## src/design/sell_pkg.sv

```systemverilog
// shared types, widths and saturation helpers for the two-lane sliced ellpack spmv
// used by sell_lane and sliced_ell_spmv_two_lane; depends on nothing else
package sell_pkg;

  localparam int SELL_VEC_DEPTH = 1024;
  localparam int SELL_LANES     = 2;
  localparam int IDX_W          = 10;
  localparam int DATA_W         = 32;
  localparam int PROD_W         = 2 * DATA_W;
  localparam int FRAC_W         = 16;
  localparam int ACC_W          = PROD_W - FRAC_W;
  localparam int CNT_W          = 16;
  localparam int IN_TDATA_W     = 192;
  localparam int OUT_TDATA_W    = 2 * DATA_W + CNT_W;
  localparam int OUT_QDEPTH     = 8;

  typedef enum logic {
    SELL_OP_VEC_WRITE = 1'b0,
    SELL_OP_SLICE     = 1'b1
  } sell_op_t;

  // pipeline control that travels alongside a slice request
  typedef struct packed {
    logic valid;
    logic slice;
    logic last;
  } sell_ctl_t;

  // input tdata, last declared field in the lowest bits
  typedef struct packed {
    logic                     pad;
    logic signed [DATA_W-1:0] prior1;
    logic signed [DATA_W-1:0] prior0;
    logic                     has_slice;
    logic [IDX_W-1:0]         lane1_column;
    logic signed [DATA_W-1:0] lane1_value;
    logic [IDX_W-1:0]         lane0_column;
    logic signed [DATA_W-1:0] lane0_value;
    logic signed [DATA_W-1:0] vec_value;
    logic [IDX_W-1:0]         vec_index;
  } sell_in_t;

  typedef struct packed {
    logic [CNT_W-1:0]         chunk_number;
    logic signed [DATA_W-1:0] row_sum1;
    logic signed [DATA_W-1:0] row_sum0;
  } sell_out_t;

  // one extra bit of sum saturated back to the accumulator range
  function automatic logic signed [ACC_W-1:0] sat_acc(input logic signed [ACC_W:0] s);
    logic signed [ACC_W-1:0] r;
    begin
      if (s[ACC_W] != s[ACC_W-1]) begin
        r = s[ACC_W] ? {1'b1, {(ACC_W-1){1'b0}}} : {1'b0, {(ACC_W-1){1'b1}}};
      end else begin
        r = s[ACC_W-1:0];
      end
      return r;
    end
  endfunction

  // accumulator plus prior clamped to the signed 32-bit range
  function automatic logic signed [DATA_W-1:0] sat_out(input logic signed [ACC_W:0] s);
    logic signed [DATA_W-1:0] r;
    logic                     hi_same;
    begin
      hi_same = (s[ACC_W:DATA_W-1] == {(ACC_W-DATA_W+2){s[ACC_W]}});
      if (!hi_same) begin
        r = s[ACC_W] ? {1'b1, {(DATA_W-1){1'b0}}} : {1'b0, {(DATA_W-1){1'b1}}};
      end else begin
        r = s[DATA_W-1:0];
      end
      return r;
    end
  endfunction

endpackage

```

## src/design/sell_lane.sv

```systemverilog
// one lane of the spmv datapath: registered q16.16 multiply, then saturating accumulate
// depends on sell_pkg
module sell_lane
  import sell_pkg::*;
(
  input  logic                     clk,
  input  logic                     rst,
  input  sell_ctl_t                ctl,
  input  logic signed [DATA_W-1:0] value,
  input  logic signed [DATA_W-1:0] vec,
  output logic signed [ACC_W-1:0]  end_sum
);

  sell_ctl_t                ctl_q;
  logic signed [PROD_W-1:0] prod;
  logic signed [ACC_W-1:0]  acc;
  logic signed [ACC_W-1:0]  acc_next;
  logic signed [ACC_W-1:0]  prod_q;
  logic signed [ACC_W:0]    sum;

  always_ff @(posedge clk) begin
    if (rst) begin
      ctl_q <= '0;
    end else begin
      ctl_q <= ctl;
    end
  end

  always_ff @(posedge clk) begin
    prod <= value * vec;
  end

  // arithmetic shift rounds toward minus infinity
  assign prod_q = ACC_W'(prod >>> FRAC_W);
  assign sum    = {acc[ACC_W-1], acc} + {prod_q[ACC_W-1], prod_q};

  always_comb begin
    acc_next = acc;
    if (ctl_q.valid && ctl_q.slice) begin
      acc_next = sat_acc(sum);
    end
  end

  always_ff @(posedge clk) begin
    if (rst) begin
      acc <= '0;
    end else if (ctl_q.valid && ctl_q.last) begin
      acc <= '0;
    end else begin
      acc <= acc_next;
    end
  end

  always_ff @(posedge clk) begin
    if (ctl_q.valid && ctl_q.last) begin
      end_sum <= acc_next;
    end
  end

endmodule

```

## config.mk

```make
export PLATFORM = sky130hd
export DESIGN_NAME = sell_lane
export DESIGN_NICKNAME = d
export VERILOG_FILES = /design/src/design/sell_pkg.sv /design/src/design/sell_lane.sv
export SDC_FILE = /design/constraint.sdc
export NUM_CORES = 2
export LEC_CHECK = 0
export BUFFER_PORTS_ARGS = -buffer_cell sky130_fd_sc_hd__buf_4
export CAP_MARGIN = 15
export CORE_MARGIN = 5
export CORE_UTILIZATION = 55
export CTS_BUF_LIST = sky130_fd_sc_hd__clkbuf_8
export DETAILED_ROUTE_END_ITERATION = 7
export PLACE_DENSITY = 0.79
export SYNTH_ARGS = -nofsm -noshare
export SYNTH_HDL_FRONTEND = slang
export SYNTH_SLANG_ARGS = --single-unit
```

## constraint.sdc

```tcl
create_clock -name clk -period 9.73 [get_ports clk]
set_clock_uncertainty 0.1 [all_clocks]
set_input_delay 0.4865 -clock clk [delete_from_list [all_inputs] [get_ports clk]]
set_output_delay 0.4865 -clock clk [all_outputs]
set_load 0.02 [all_outputs]
```

==> flow_summary.yaml <==
status:
  status: "finished, final reports clean"
sta:
  tightest_slew_ns: 0.848
  fin_tns_setup_ns: 0
  period_share_pct: 84.6
  relSlewSlack_pct: 42.7
  setup_viol: 0
  rsz0062_at_grt: "false"
  period_needed_ns: 8.23
  maxSlewViolCount: 0
  fmax_ghz: 0.121
  hold_viol: 0
global_route:
  grt_max_degree: 58
  overflow: 0
  antenna_found_initial: 3
  grt_pass1_vias: 34700
  grt_usage_pct: 27.7
  grt_pass1_wl_mm: 183
clock_network:
  cts_buffer_depth: 2
  clk_pin_slew_ns: 0.09
  hold_buffers: 0
  ctsResizeCount: 0
  post_cts_buffers: 0
  cts_tree: "done"
  cts_buffers: 17
  clk_latency_ns: 0.48
  h-tree-depth: 4
  clock_tree.root_cell: "clkbuf_8"
  clkSinkCount: 147
place:
  place_congestion: 0.934
  hpwl_mm: 88.7
  port_buffers: 116
floorplanning:
  start_util_pct: 55.5
  die_w_um: 290
  core_sq_um: 77600
  dieArea_sq_um: 84000
  die_height_um: 290
  rows: 102
  io_pins: 117
routing:
  wl_met1_mm: 42.0
  wl_met2_mm: 54.5
  vias: 31000
  routed_via_density: 5.58
  dr.pass1.iters: 6
  wl_met3_mm: 8.28
  top_layer: "met5"
  routed_wirelength_mm: 111
  drtIter0Drc: 2341
  postRouteAntennaNets: 0
  drc: 0
  routedWlPerCell_um: 19.9
synth:
  synthCells: 4605
  ys_warn_count: 0
  ys_types: 78
  synth_seq_cells: 147
  synth.area.top_cells: "fa_1 (50%), inv_1 (8.4%), and2_1 (7.6%), ha_1 (6.6%), nand2_1 (5.5%)"
  synth_top_area_share_pct: 50.3
  yosys.area.top_type: "fa_1"
  avgSynthCellArea_sq_um: 9.35
  ys_seq_area_share_pct: 7.95
  ys.flop_type: "dfxtp_1"
  synth_nets: 5984
  syn_area_sq_um: 43100
  synth_edf_count: 48
  synthArstFlopShare_pct: 0
worst_hold_path:
  whs_path_depth: 2
  hp-class: "primary input to register"
worst_setup_path:
  crit_chain: "buf_4, nand2_1, inv_1, fa_1, inv_1, fa_1, inv_1, fa_1, inv_1, fa_1, inv_1, fa_1, fa_1, fa_1, fa_1, ha_1, nand4_1, or4_1, a311oi_1, nor2_1, a31oi_1, a21o_1, a21oi_1, xnor2_1"
  worstPathArrival_ns: 8.49
  critical_path_buf_inv_count: 6
  r2r_cells: 11
  worst-path-max-fanout: 32
  startpoint_type: "primary input"
  crit_top_cell: "fa_1"
  worst-path-stages: 24
  critPathMaxStageDelay_ns: 0.57
  worstPathRequired_ns: 9.99
  crit_family: "adder cells"
  cp-end-kind: "register"
  path_class: "primary input to register"
  slowest_stage: "fa_1"
cells_and_area:
  n_fill_cell: 6686
  area_growth_pct: 3.96
  drive_gt1_share_pct: 4.23
  multi_input_area_sq_um: 35000
  seq_area_sq_um: 3420
  fin_nets: 5886
  n_antenna_cell: 0
flow_run:
  drv_cap: 0
[cells in the final DEF (no fill, tap or decap), types with 7 or more instances in the layout]
cell         n
inv_1      967
and2_1     518
dfxtp_1     99
clkbuf_8    17
o21ai_0     67
buf_4      128
nor2_1     125
a31oi_1     10
a21oi_2     10
fa_1      1082
nand4_1     22
a21oi_1    162
xnor2_1     69
o21a_1      13
nand3_1     13
ha_1       228
edfxtp_1    48
nand2b_1    16
nor2b_1     16
o22ai_1     25
nor3_1      20
nand2_1    628
or2_2        7
o21bai_1    14
and3_1       8
a21o_1      52
a211oi_1     7
xor2_1      32
or3_1        7
[kinds of logic (layout without fill, tap and decap cells)]
group	count (synthesis)	count (layout)	synth area share, %
AOI/OAI and AO/OA	429	429	6.29
muxes	3	3	0.0726
DFF	147	147	7.95
adders and majority gates	1310	1310	56.9
buffers and inverters	1212	1127	10.7
xor gates and xnor gates	101	101	2.05
and+or+nand+nor	1403	1403	16.0
[worst paths after layout]
path,start,end,slack (ns)
worst max-delay path,vec[5],prod[58],1.50
worst min-delay path,rst,ctl_q[0],0.1
worst max register to register,acc[1],acc[38],4.91
worst min register to register,acc[9],acc[9],0.43
[registers in the layout, summed over array words and instances (netlist names)]
name     count
prod        48
ctl_q        3
acc         48
end_sum     48
[cell type report]
cell class	instances	area share [%]
Tap cell	1040	2.91
Inverter	967	8.11
Timing Repair Buffer	128	2.15
Clock buffer	17	0.523
Clock inverter	15	0.380
Sequential cell	147	7.65
Multi-Input combinational cell	3246	78.3
[cells in the mapped netlist, types with 4 or more instances]
library cell	count
o22ai_1	25
nor2_1	125
nand4_1	22
buf_2	6
xnor2_1	69
or4_1	5
o21bai_1	14
dfxtp_1	99
or2_2	7
o31ai_1	6
and2_1	520
and3_1	8
nand3_1	13
a21oi_1	162
o211ai_1	6
o21a_1	13
edfxtp_1	48
a31oi_1	10
buf_6	4
a211oi_1	7
fa_1	1082
or3_1	7
o21ai_0	67
clkbuf_1	228
a21o_1	52
xor2_1	32
a21boi_0	5
ha_1	228
nor3_1	20
nor2b_1	16
inv_1	967
nand2_1	628
a311oi_1	4
nand2b_1	16
buf_4	6
a21oi_2	10
[metal layers]
layer	track usage, %	vias to the layer above
li1	-	13500
met1	34.9	15800
met2	47.4	1348
met3	4.91	389
met4	11.9	4
met5	0	-
[stage by stage]
step                hold WS (ns)  util, %  instances  instance area [sq um]  setup slack (ns)
finish                    0.0986     57.7       5560                  44800              1.50
global route              0.0660     57.7       5560                  44800              1.11
CTS                       0.0754     57.7       5559                  44800              1.52
detailed placement         0.411     57.2       5527                  44400              1.02
global placement           0.396     57.2       5527                  44400              1.32
floorplan                  0.380        -       4605                  43100              1.63
Power is left out: the tool's default activity adds up to more than one toggle a clock period on the data nets, which glitch-free logic cannot reach.
